[config.mk]
export PLATFORM = sky130hd
export DESIGN_NAME = relay_power_channel_manager
export DESIGN_NICKNAME = d
export VERILOG_FILES = /design/src/hw/rtl/rpcm_pkg.sv /design/src/hw/rtl/relay_power_channel_manager.sv /design/src/hw/rtl/rpcm_front.sv /design/src/hw/rtl/rpcm_queue.sv /design/src/hw/rtl/rpcm_back.sv
export SDC_FILE = /design/constraint.sdc
export NUM_CORES = 2
export LEC_CHECK = 0
export BUFFER_PORTS_ARGS = -buffer_cell sky130_fd_sc_hd__buf_4
export CORE_MARGIN = 2
export CORE_UTILIZATION = 50
export CTS_BUF_LIST = sky130_fd_sc_hd__clkbuf_16
export DETAILED_ROUTE_END_ITERATION = 6
export HOLD_SLACK_MARGIN = 0.1
export PLACE_DENSITY = 0.67
export SETUP_SLACK_MARGIN = 0.5
export SKIP_CTS_REPAIR_TIMING = 1
export SYNTH_ARGS = -nofsm -noshare
export SYNTH_HDL_FRONTEND = slang
export SYNTH_SLANG_ARGS = --single-unit
[constraint.sdc]
create_clock -name aclk -period 31.6 [get_ports aclk]
set_clock_uncertainty 0.2 [all_clocks]
set_input_delay 1.58 -clock aclk [delete_from_list [all_inputs] [get_ports aclk]]
set_output_delay 1.58 -clock aclk [all_outputs]
set_load 0.01 [all_outputs]
[src/hw/rtl/rpcm_pkg.sv]
// ----------------------------------------------------------------------------
// rpcm_pkg: shared types and constants for the relay power channel manager
// Event codes, channel state codes, relay bit positions, queue entry type.
// ----------------------------------------------------------------------------
package rpcm_pkg;

    localparam int unsigned CHANNELS      = 4;
    localparam int unsigned SETTLE_MS_DEF = 50;
    localparam int unsigned QUEUE_DEPTH   = 2;

    typedef enum logic [2:0] {
        EV_TICK  = 3'd0,
        EV_VCU   = 3'd1,
        EV_ACCUM = 3'd2,
        EV_SPEED = 3'd3,
        EV_ALT   = 3'd4,
        EV_APPLY = 3'd5
    } ev_t;

    typedef enum logic [2:0] {
        ST_OFF   = 3'd0,
        ST_TON   = 3'd1,
        ST_ON    = 3'd2,
        ST_TOFF  = 3'd3,
        ST_FAULT = 3'd4
    } ch_state_t;

    typedef enum logic [2:0] {
        CFG_OVR_WINDOW = 3'd0,
        CFG_LOCKOUT    = 3'd1,
        CFG_ALT_PERIOD = 3'd2,
        CFG_RAD_ON     = 3'd3,
        CFG_RAD_OFF    = 3'd4,
        CFG_ACC_ON     = 3'd5,
        CFG_ACC_OFF    = 3'd6,
        CFG_MAX_RPM    = 3'd7
    } cfg_idx_t;

    localparam int unsigned BIT_PUMP = 0;
    localparam int unsigned BIT_DRS  = 1;
    localparam int unsigned BIT_FANS = 2;
    localparam int unsigned BIT_RAD  = 3;

    // classified event, as passed from front to back
    typedef struct packed {
        logic              valid_type;   // set when type is 0..5
        logic [2:0]        ev;
        logic [31:0]       now_ms;
        logic [3:0]        mask;         // already gated by vcu_enable
        logic              alt_req;
        logic signed [15:0] accum_temp;
        logic signed [15:0] motor_speed;
        logic              coolant_valid;
        logic signed [15:0] coolant_temp;
        logic              pump_demand;
        logic [3:0]        sense;
    } rpcm_item_t;

endpackage

[src/hw/rtl/relay_power_channel_manager.sv]
// ----------------------------------------------------------------------------
// relay_power_channel_manager: four-relay drive controller
// Front input register, two-entry queue, back execution unit with result reg.
// ----------------------------------------------------------------------------
// Path: input beat -> front reg -> queue -> result reg, all stalled by m_ready.
// Throughput: one event per cycle while m_ready allows; the back unit updates all state.
// Reset: synchronous active-low aresetn resets control and state regs, relays off.
// Configuration writes take effect the cycle after the beat; cfg_ready is high.
module relay_power_channel_manager
    import rpcm_pkg::*;
#(
    parameter int unsigned SETTLE_MS = SETTLE_MS_DEF
) (
    input  logic               aclk,
    input  logic               aresetn,
    input  logic               cfg_valid,
    output logic               cfg_ready,
    input  logic [2:0]         cfg_index,
    input  logic [31:0]        cfg_data,
    input  logic               s_valid,
    output logic               s_ready,
    input  logic [2:0]         s_req_type,
    input  logic [31:0]        s_now_ms,
    input  logic               s_vcu_enable,
    input  logic [3:0]         s_cmd_mask,
    input  logic               s_alternate_request,
    input  logic signed [15:0] s_accum_temp_decic,
    input  logic signed [15:0] s_motor_speed,
    input  logic               s_coolant_valid,
    input  logic signed [15:0] s_coolant_temp_decic,
    input  logic               s_pump_demand,
    input  logic [3:0]         s_relay_sense,
    output logic               m_valid,
    input  logic               m_ready,
    output logic [3:0]         m_drive_mask,
    output logic [3:0]         m_sensed_mask,
    output logic [3:0]         m_commanded_bits,
    output logic [11:0]        m_relay_states,
    output logic               m_fault_raised,
    output logic               m_alternate_active,
    output logic               m_alternate_phase,
    output logic [31:0]        m_ms_since_command
);

    // front -> queue
    logic       f_valid, f_ready;
    rpcm_item_t f_item;
    // queue -> back
    logic       q_valid, q_ready;
    rpcm_item_t q_item;

    rpcm_front u_front (
        .aclk, .aresetn, .s_valid, .s_ready, .s_req_type, .s_now_ms, .s_vcu_enable,
        .s_cmd_mask, .s_alternate_request, .s_accum_temp_decic, .s_motor_speed,
        .s_coolant_valid, .s_coolant_temp_decic, .s_pump_demand, .s_relay_sense,
        .f_valid, .f_ready, .f_item
    );

    rpcm_queue u_queue (
        .aclk, .aresetn,
        .w_valid(f_valid), .w_ready(f_ready), .w_item(f_item),
        .r_valid(q_valid), .r_ready(q_ready), .r_item(q_item)
    );

    rpcm_back #(.SETTLE_MS(SETTLE_MS)) u_back (
        .aclk, .aresetn, .cfg_valid, .cfg_ready, .cfg_index, .cfg_data,
        .q_valid, .q_ready, .q_item,
        .m_valid, .m_ready, .m_drive_mask, .m_sensed_mask, .m_commanded_bits,
        .m_relay_states, .m_fault_raised, .m_alternate_active, .m_alternate_phase,
        .m_ms_since_command
    );

endmodule

[src/hw/rtl/rpcm_front.sv]
// ----------------------------------------------------------------------------
// rpcm_front: input stage
// Registers an incoming beat, decodes its type and gates the command mask and alt request.
// ----------------------------------------------------------------------------
module rpcm_front
    import rpcm_pkg::*;
(
    input  logic               aclk,
    input  logic               aresetn,
    input  logic               s_valid,
    output logic               s_ready,
    input  logic [2:0]         s_req_type,
    input  logic [31:0]        s_now_ms,
    input  logic               s_vcu_enable,
    input  logic [3:0]         s_cmd_mask,
    input  logic               s_alternate_request,
    input  logic signed [15:0] s_accum_temp_decic,
    input  logic signed [15:0] s_motor_speed,
    input  logic               s_coolant_valid,
    input  logic signed [15:0] s_coolant_temp_decic,
    input  logic               s_pump_demand,
    input  logic [3:0]         s_relay_sense,
    output logic               f_valid,
    input  logic               f_ready,
    output rpcm_item_t         f_item
);

    logic       hold_reg;
    rpcm_item_t item_reg;
    rpcm_item_t item_next;
    logic       gate;

    assign s_ready = !hold_reg || f_ready;
    assign f_valid = hold_reg;
    assign f_item  = item_reg;

    always_comb begin
        gate = (s_req_type == EV_VCU) && !s_vcu_enable;
        item_next.valid_type    = (s_req_type <= EV_APPLY);
        item_next.ev            = s_req_type;
        item_next.now_ms        = s_now_ms;
        item_next.mask          = gate ? 4'd0 : s_cmd_mask;
        item_next.alt_req       = gate ? 1'b0 : s_alternate_request;
        item_next.accum_temp    = s_accum_temp_decic;
        item_next.motor_speed   = s_motor_speed;
        item_next.coolant_valid = s_coolant_valid;
        item_next.coolant_temp  = s_coolant_temp_decic;
        item_next.pump_demand   = s_pump_demand;
        item_next.sense         = s_relay_sense;
    end

    always_ff @(posedge aclk) begin
        if (!aresetn) begin
            hold_reg <= 1'b0;
        end else if (s_ready) begin
            hold_reg <= s_valid;
        end
    end

    always_ff @(posedge aclk) begin
        if (s_valid && s_ready) begin
            item_reg <= item_next;
        end
    end

endmodule

[src/hw/rtl/rpcm_queue.sv]
// ----------------------------------------------------------------------------
// rpcm_queue: small FIFO between the front and the back
// Lets the input side keep taking beats while the back is stalled, until it is full.
// ----------------------------------------------------------------------------
module rpcm_queue
    import rpcm_pkg::*;
(
    input  logic       aclk,
    input  logic       aresetn,
    input  logic       w_valid,
    output logic       w_ready,
    input  rpcm_item_t w_item,
    output logic       r_valid,
    input  logic       r_ready,
    output rpcm_item_t r_item
);

    localparam int unsigned AW = $clog2(QUEUE_DEPTH);

    rpcm_item_t     mem [QUEUE_DEPTH];
    logic [AW-1:0]  wp_reg, rp_reg;
    logic [AW:0]    cnt_reg;
    logic           wr, rd;

    assign w_ready = (cnt_reg != AW'(0) + (AW+1)'(QUEUE_DEPTH));
    assign r_valid = (cnt_reg != '0);
    assign r_item  = mem[rp_reg];
    assign wr = w_valid && w_ready;
    assign rd = r_valid && r_ready;

    always_ff @(posedge aclk) begin
        if (!aresetn) begin
            wp_reg  <= '0;
            rp_reg  <= '0;
            cnt_reg <= '0;
        end else begin
            if (wr) wp_reg <= wp_reg + AW'(1);
            if (rd) rp_reg <= rp_reg + AW'(1);
            cnt_reg <= cnt_reg + (AW+1)'(wr) - (AW+1)'(rd);
        end
    end

    always_ff @(posedge aclk) begin
        if (wr) mem[wp_reg] <= w_item;
    end

endmodule

[src/hw/rtl/rpcm_back.sv]
// ----------------------------------------------------------------------------
// rpcm_back: event execution
// Applies one event per cycle, while the result is free or taken, and registers the result.
// ----------------------------------------------------------------------------
module rpcm_back
    import rpcm_pkg::*;
#(
    parameter int unsigned SETTLE_MS = SETTLE_MS_DEF
) (
    input  logic               aclk,
    input  logic               aresetn,
    input  logic               cfg_valid,
    output logic               cfg_ready,
    input  logic [2:0]         cfg_index,
    input  logic [31:0]        cfg_data,
    input  logic               q_valid,
    output logic               q_ready,
    input  rpcm_item_t         q_item,
    output logic               m_valid,
    input  logic               m_ready,
    output logic [3:0]         m_drive_mask,
    output logic [3:0]         m_sensed_mask,
    output logic [3:0]         m_commanded_bits,
    output logic [11:0]        m_relay_states,
    output logic               m_fault_raised,
    output logic               m_alternate_active,
    output logic               m_alternate_phase,
    output logic [31:0]        m_ms_since_command
);

    // configuration
    logic [31:0]        ovr_win_reg, lockout_reg, alt_period_reg;
    logic signed [15:0] rad_on_reg, rad_off_reg, acc_on_reg, acc_off_reg, max_rpm_reg;

    // state
    logic [3:0]  commanded_reg, commanded_next;
    logic [3:0]  driven_reg, driven_next;
    logic [3:0]  sensed_reg, sensed_next;
    ch_state_t   chst_reg [CHANNELS];
    ch_state_t   chst_next [CHANNELS];
    logic [31:0] entry_reg [CHANNELS];
    logic [31:0] entry_next [CHANNELS];
    logic [31:0] cmd_time_reg, cmd_time_next;
    logic [3:0]  ovr_bits_reg, ovr_bits_next;
    logic [31:0] ovr_time_reg, ovr_time_next;
    logic        ovr_on_reg, ovr_on_next;
    logic        alt_cmd_reg, alt_cmd_next;
    logic        alt_temp_reg, alt_temp_next;
    logic        alt_act_reg, alt_act_next;
    logic        alt_phase_reg, alt_phase_next;
    logic [31:0] alt_tog_reg, alt_tog_next;
    logic        rad_req_reg, rad_req_next;
    logic        spd_valid_reg, spd_valid_next;
    logic signed [15:0] spd_reg, spd_next;

    logic        out_valid_reg;
    logic        fault_next;
    logic        go;
    logic [3:0]  eff;
    logic        do_recompute, act;
    logic [31:0] now;
    logic [11:0] states_w;

    assign cfg_ready = 1'b1;
    assign q_ready   = !out_valid_reg || m_ready;
    assign go        = q_valid && q_ready;
    assign m_valid   = out_valid_reg;
    assign now       = q_item.now_ms;

    always_ff @(posedge aclk) begin
        if (!aresetn) begin
            ovr_win_reg    <= 32'd30000;
            lockout_reg    <= 32'd5000;
            alt_period_reg <= 32'd30000;
            rad_on_reg     <= 16'sd600;
            rad_off_reg    <= 16'sd500;
            acc_on_reg     <= 16'sd450;
            acc_off_reg    <= 16'sd400;
            max_rpm_reg    <= 16'sd3000;
        end else if (cfg_valid) begin
            unique case (cfg_idx_t'(cfg_index))
                CFG_OVR_WINDOW: ovr_win_reg    <= cfg_data;
                CFG_LOCKOUT:    lockout_reg    <= cfg_data;
                CFG_ALT_PERIOD: alt_period_reg <= cfg_data;
                CFG_RAD_ON:     rad_on_reg     <= cfg_data[15:0];
                CFG_RAD_OFF:    rad_off_reg    <= cfg_data[15:0];
                CFG_ACC_ON:     acc_on_reg     <= cfg_data[15:0];
                CFG_ACC_OFF:    acc_off_reg    <= cfg_data[15:0];
                CFG_MAX_RPM:    max_rpm_reg    <= cfg_data[15:0];
                default: ;
            endcase
        end
    end

    always_comb begin
        commanded_next = commanded_reg;
        driven_next    = driven_reg;
        sensed_next    = sensed_reg;
        cmd_time_next  = cmd_time_reg;
        ovr_bits_next  = ovr_bits_reg;
        ovr_time_next  = ovr_time_reg;
        ovr_on_next    = ovr_on_reg;
        alt_cmd_next   = alt_cmd_reg;
        alt_temp_next  = alt_temp_reg;
        alt_act_next   = alt_act_reg;
        alt_phase_next = alt_phase_reg;
        alt_tog_next   = alt_tog_reg;
        rad_req_next   = rad_req_reg;
        spd_valid_next = spd_valid_reg;
        spd_next       = spd_reg;
        for (int i = 0; i < CHANNELS; i++) begin
            chst_next[i]  = chst_reg[i];
            entry_next[i] = entry_reg[i];
        end
        fault_next   = 1'b0;
        do_recompute = q_item.valid_type;
        act          = 1'b0;
        eff          = 4'd0;

        // tick: settle check, sensed update, then phase flip
        if (q_item.ev == EV_TICK) begin
            for (int i = 0; i < CHANNELS; i++) begin
                if ((chst_reg[i] == ST_TON || chst_reg[i] == ST_TOFF) &&
                    (now - entry_reg[i]) >= 32'(SETTLE_MS)) begin
                    if ((chst_reg[i] == ST_TON) == q_item.sense[i]) begin
                        chst_next[i] = (chst_reg[i] == ST_TON) ? ST_ON : ST_OFF;
                    end else begin
                        chst_next[i] = ST_FAULT;
                        fault_next   = 1'b1;
                    end
                end
            end
            sensed_next = q_item.sense;
            if (alt_act_reg && (now - alt_tog_reg) >= alt_period_reg) begin
                alt_phase_next = !alt_phase_reg;
                alt_tog_next   = now;
            end
        end

        if (q_item.ev == EV_VCU || q_item.ev == EV_ALT) alt_cmd_next = q_item.alt_req;
        if (q_item.ev == EV_ACCUM) begin
            if (q_item.accum_temp >= acc_on_reg)       alt_temp_next = 1'b1;
            else if (q_item.accum_temp <= acc_off_reg) alt_temp_next = 1'b0;
        end
        if (q_item.ev == EV_VCU || q_item.ev == EV_ACCUM || q_item.ev == EV_ALT) begin
            act = alt_cmd_next || alt_temp_next;
            if (act && !alt_act_reg) begin
                alt_phase_next = 1'b0;
                alt_tog_next   = now;
            end
            alt_act_next = act;
        end
        if (q_item.ev == EV_VCU) begin
            ovr_bits_next = q_item.mask & 4'b1001;
            ovr_time_next = now;
            ovr_on_next   = 1'b1;
        end
        if (q_item.ev == EV_VCU || q_item.ev == EV_APPLY) commanded_next = q_item.mask;
        if (q_item.ev == EV_VCU || q_item.ev == EV_ALT || q_item.ev == EV_APPLY)
            cmd_time_next = now;
        if (q_item.ev == EV_SPEED) begin
            spd_next       = q_item.motor_speed;
            spd_valid_next = 1'b1;
        end

        if (do_recompute) begin
            eff = commanded_next & 4'b0110;
            if (q_item.coolant_valid) begin
                if (q_item.coolant_temp >= rad_on_reg)       rad_req_next = 1'b1;
                else if (q_item.coolant_temp <= rad_off_reg) rad_req_next = 1'b0;
            end
            if (ovr_on_next && (now - ovr_time_next) >= ovr_win_reg) ovr_on_next = 1'b0;
            if (ovr_on_next) begin
                eff = eff | ovr_bits_next;
            end else begin
                if (q_item.pump_demand) eff[BIT_PUMP] = 1'b1;
                if (rad_req_next && spd_valid_next && spd_next <= max_rpm_reg)
                    eff[BIT_RAD] = 1'b1;
            end
            if (alt_act_next) begin
                eff[BIT_DRS]  = !alt_phase_next;
                eff[BIT_FANS] = alt_phase_next;
            end
            if (eff[BIT_DRS] && eff[BIT_FANS]) begin
                eff[BIT_FANS] = 1'b0;
                fault_next    = 1'b1;
            end
            if (now < lockout_reg) eff = 4'd0;
            for (int i = 0; i < CHANNELS; i++) begin
                if (eff[i] != q_item.sense[i]) begin
                    driven_next[i] = eff[i];
                    chst_next[i]   = eff[i] ? ST_TON : ST_TOFF;
                    entry_next[i]  = now;
                end
            end
        end
    end

    always_comb begin
        for (int i = 0; i < CHANNELS; i++) states_w[3*i +: 3] = chst_next[i];
    end

    always_ff @(posedge aclk) begin
        if (!aresetn) begin
            commanded_reg <= '0; driven_reg <= '0; sensed_reg <= '0;
            cmd_time_reg  <= '0; ovr_bits_reg <= '0; ovr_time_reg <= '0;
            ovr_on_reg    <= 1'b0; alt_cmd_reg <= 1'b0; alt_temp_reg <= 1'b0;
            alt_act_reg   <= 1'b0; alt_phase_reg <= 1'b0; alt_tog_reg <= '0;
            rad_req_reg   <= 1'b0; spd_valid_reg <= 1'b0; spd_reg <= '0;
            out_valid_reg <= 1'b0;
            for (int i = 0; i < CHANNELS; i++) begin
                chst_reg[i]  <= ST_OFF;
                entry_reg[i] <= '0;
            end
        end else begin
            if (q_ready) out_valid_reg <= q_valid;
            if (go) begin
                commanded_reg <= commanded_next; driven_reg <= driven_next;
                sensed_reg    <= sensed_next;    cmd_time_reg <= cmd_time_next;
                ovr_bits_reg  <= ovr_bits_next;  ovr_time_reg <= ovr_time_next;
                ovr_on_reg    <= ovr_on_next;    alt_cmd_reg  <= alt_cmd_next;
                alt_temp_reg  <= alt_temp_next;  alt_act_reg  <= alt_act_next;
                alt_phase_reg <= alt_phase_next; alt_tog_reg  <= alt_tog_next;
                rad_req_reg   <= rad_req_next;   spd_valid_reg <= spd_valid_next;
                spd_reg       <= spd_next;
                for (int i = 0; i < CHANNELS; i++) begin
                    chst_reg[i]  <= chst_next[i];
                    entry_reg[i] <= entry_next[i];
                end
            end
        end
    end

    // result register
    always_ff @(posedge aclk) begin
        if (go) begin
            m_drive_mask       <= driven_next;
            m_sensed_mask      <= sensed_next;
            m_commanded_bits   <= commanded_next;
            m_relay_states     <= states_w;
            m_fault_raised     <= fault_next;
            m_alternate_active <= alt_act_next;
            m_alternate_phase  <= alt_phase_next;
            m_ms_since_command <= now - cmd_time_next;
        end
    end

    a_stall_hold: assert property (@(posedge aclk) disable iff (!aresetn)
        m_valid && !m_ready |=> m_valid && $stable(m_drive_mask))
        else $error("result changed while stalled");
    a_no_take_when_stalled: assert property (@(posedge aclk) disable iff (!aresetn)
        m_valid && !m_ready |-> !q_ready)
        else $error("back took a beat while output stalled");
    a_states_legal: assert property (@(posedge aclk) disable iff (!aresetn)
        m_valid |-> (m_relay_states[2:0] <= ST_FAULT) && (m_relay_states[5:3] <= ST_FAULT)
                    && (m_relay_states[8:6] <= ST_FAULT)
                    && (m_relay_states[11:9] <= ST_FAULT))
        else $error("illegal channel state code");

endmodule
==> results.yml <==
setup_path:
  critPathCapture: "u_back.entry_reg[2][22]"
  worst_setup_path_end_kind: "register"
  path_buf_inv: 3
  r2r_cells: 27
  arrival_ps: 9410
  crit_fanout: 54
  cpPeakStageDelay_ps: 880
  r2r_setup_slack_ps: 22280
  cp.required_ps: 31700
  startpoint_type: "register"
  r2r-end: "u_back.entry_reg[2][22]"
  crit_family: "compound AO/OA/AOI/OAI gates"
  crit_type: "reg2reg"
  cp.depth: 27
  crit_path_top_delay_cell: "dfxtp_4"
cts:
  clock_latency_ps: 650
  cts_buffers: 83
  numClockSinks: 802
  tritoncts: "built"
  root_buffer: "clkbuf_16"
  clkTransAtPathRegs_ps: 60
  htreeDepth: 3
  clockBufferDepth: 3
synth:
  synth_top_flop_cell: "edfxtp_1"
  ys_ff_latch: 802
  synthCells: 4830
  synth_area_sq_mm: 0.0455
  synth.avg_cell_area_sq_um: 9.42
  synthDistinctLibCells: 88
  ys_warn_count: 0
  syn-num-nets: 5370
  synth-edff-count: 484
  ys_async_sr_fraction_pct: 0
  synth_seq_area_share_pct: 45.9
drt:
  ant_nets: 0
  vias: 36400
  vias_per_cell: 5.81
  drc: 0
  drtPass1Iterations: 6
  drt-initial-drc-count: 3311
  wire_per_inst_um: 21.2
  routed_wirelength_um: 133000
sta:
  hold_violations: 0
  rsz0062_at_grt: "false"
  period_share_pct: 29.5
  setup-tns-final_ps: 0
  fin_crit_ps: 9320
  maxSlewViolCount: 0
  worst_slew_pin_slew_ps: 1280
  setup_viol: 0
  max_freq_mhz: 107
  slew_headroom_pct: 12.3
layout:
  postLayoutCoreUtil_pct: 56.9
  mostFrequentLayoutCells: "nand2_1 (657), edfxtp_1 (484), inv_1 (449)"
  diodes: 0
  mostFrequentLayoutCell: "nand2_1"
  largest_reg_flops: 190
  drive_gt1_share_pct: 9.87
  area_growth_pct: 12.8
  nNetsFinal: 5549
worst_hold_path:
  min_path_type: "reg2reg"
  whs_path_depth: 0
global_route:
  grt_use_total_pct: 28.1
  grt_pass1_vias: 34000
  gr-total-overflow: 0
  grt_pass1_wl_um: 202000
  antenna_found_initial: 0
  grt_max_degree: 100
power:
  finalPower_w: 0.00501
  p_per_area_mw_per_mm2: 97.6
  power.leakage_nw: 20.2
  peakVddDrop_mv: 0.0587
floorplanning:
  die_x_um: 306
  fp.dieArea_sq_mm: 0.0934
  ios: 197
  core_area_sq_mm: 0.0901
  placementRows: 110
  dieHeight_um: 306
  initial_utilization_pct: 50.5
placement:
  dp_hpwl_um: 95500
  portBuffers: 195
  gp_congestion: 0.956
outcome:
  status: "finished clean"
flow_run:
  maxCapViolations: 0
## area by class of cell
class	count	area [sq um]
multi-input combinational	3404	22300
inverter	444	1670
tap	1176	1470
sequential	802	20900
clock inverter	70	788
fill	7836	38800
timing repair buffer	274	2060
clock buffer	84	2100
## how the worst min path moves through the flow
| stage | start | to | slack [ps] |
|---|---|---|---|
| after detailed placement | u_front.f_item[34] | u_queue.mem[0][34] | 230 |
| after global placement | u_front.f_item[28] | u_queue.mem[0][28] | 220 |
| after CTS | u_front.f_item[34] | u_queue.mem[1][34] | 240 |
| final | u_front.f_item[88] | u_queue.mem[1][88] | 240 |
| after global routing | u_front.f_item[15] | u_queue.mem[1][15] | 250 |
| after floorplan | u_front.f_item[0] | u_queue.mem[0][0] | 220 |
## metrics by stage
| step | cell area (sq um) | setup WS (ps) | std cells | hold slack (ps) |
|---|---|---|---|---|
| finish | 51300 | 22280 | 6254 | 242 |
| global placement | 48400 | 22590 | 6100 | 223 |
| detailed placement | 48400 | 22450 | 6100 | 229 |
| floorplan | 45500 | 21050 | 4830 | 221 |
| CTS | 51300 | 22410 | 6254 | 240 |
| global route | 51300 | 21610 | 6254 | 250 |
## routing by layer
metal / up-vias / share of wire (%) / GRT usage [%]
met5: - / 0 / 0
met4: 0 / 4.6 / 12.2
met3: 254 / 6.3 / 3.06
met2: 1264 / 46 / 46.0
met1: 17200 / 43 / 37.8
li1: 17600 / - / -
## worst register-to-register path, cell delays in order, from the launching register on
cell and delay [ps]:
dfxtp_4 880, buf_4 610, nand4bb_1 440, nand2_2 330, buf_4 480, o21ai_0 210, ha_1 380, nor2b_1 160
a41o_1 270, nand3_1 80, nand2_1 70, o21ai_0 240, o22ai_1 200, a21oi_1 320, o21bai_1 170, nor4_1 340
o31ai_1 190, o41ai_1 320, xnor2_1 170, ha_1 260, and4_1 210, a221oi_1 670, a41o_1 320, nor3_1 60
o21ai_0 430, xnor2_1 240, o21ai_2 240, buf_4 420
## synthesized netlist by cell type, drive strengths merged, types with 76 or more instances
cell,n,area (sq um)
inv,444,1670
clkbuf,156,607
ha,398,4980
dfxtp,318,6370
o21a,83,623
nor2,386,1450
a21oi,438,2190
mux2i,85,851
o21ai,225,1130
nand2,659,2470
o211ai,76,571
edfxtp,484,14500
xnor2,90,788
a21o,109,818
## where the power goes
group          internal [W]  switching [W]
clock network      0.000618       0.000423
logic              0.000985        0.00159
registers           0.00132      0.0000737
## kinds of logic after synthesis
logic type | share of synthesized area (%)
simple gates | 14.5
mux | 2.79
buf+inv | 5.22
other cells | 0.00824
xor+xnor | 2.60
compound gates | 17.7
fa+ha+maj | 11.3
flops | 45.9
Note: power is estimated with default switching activity, not from simulation.
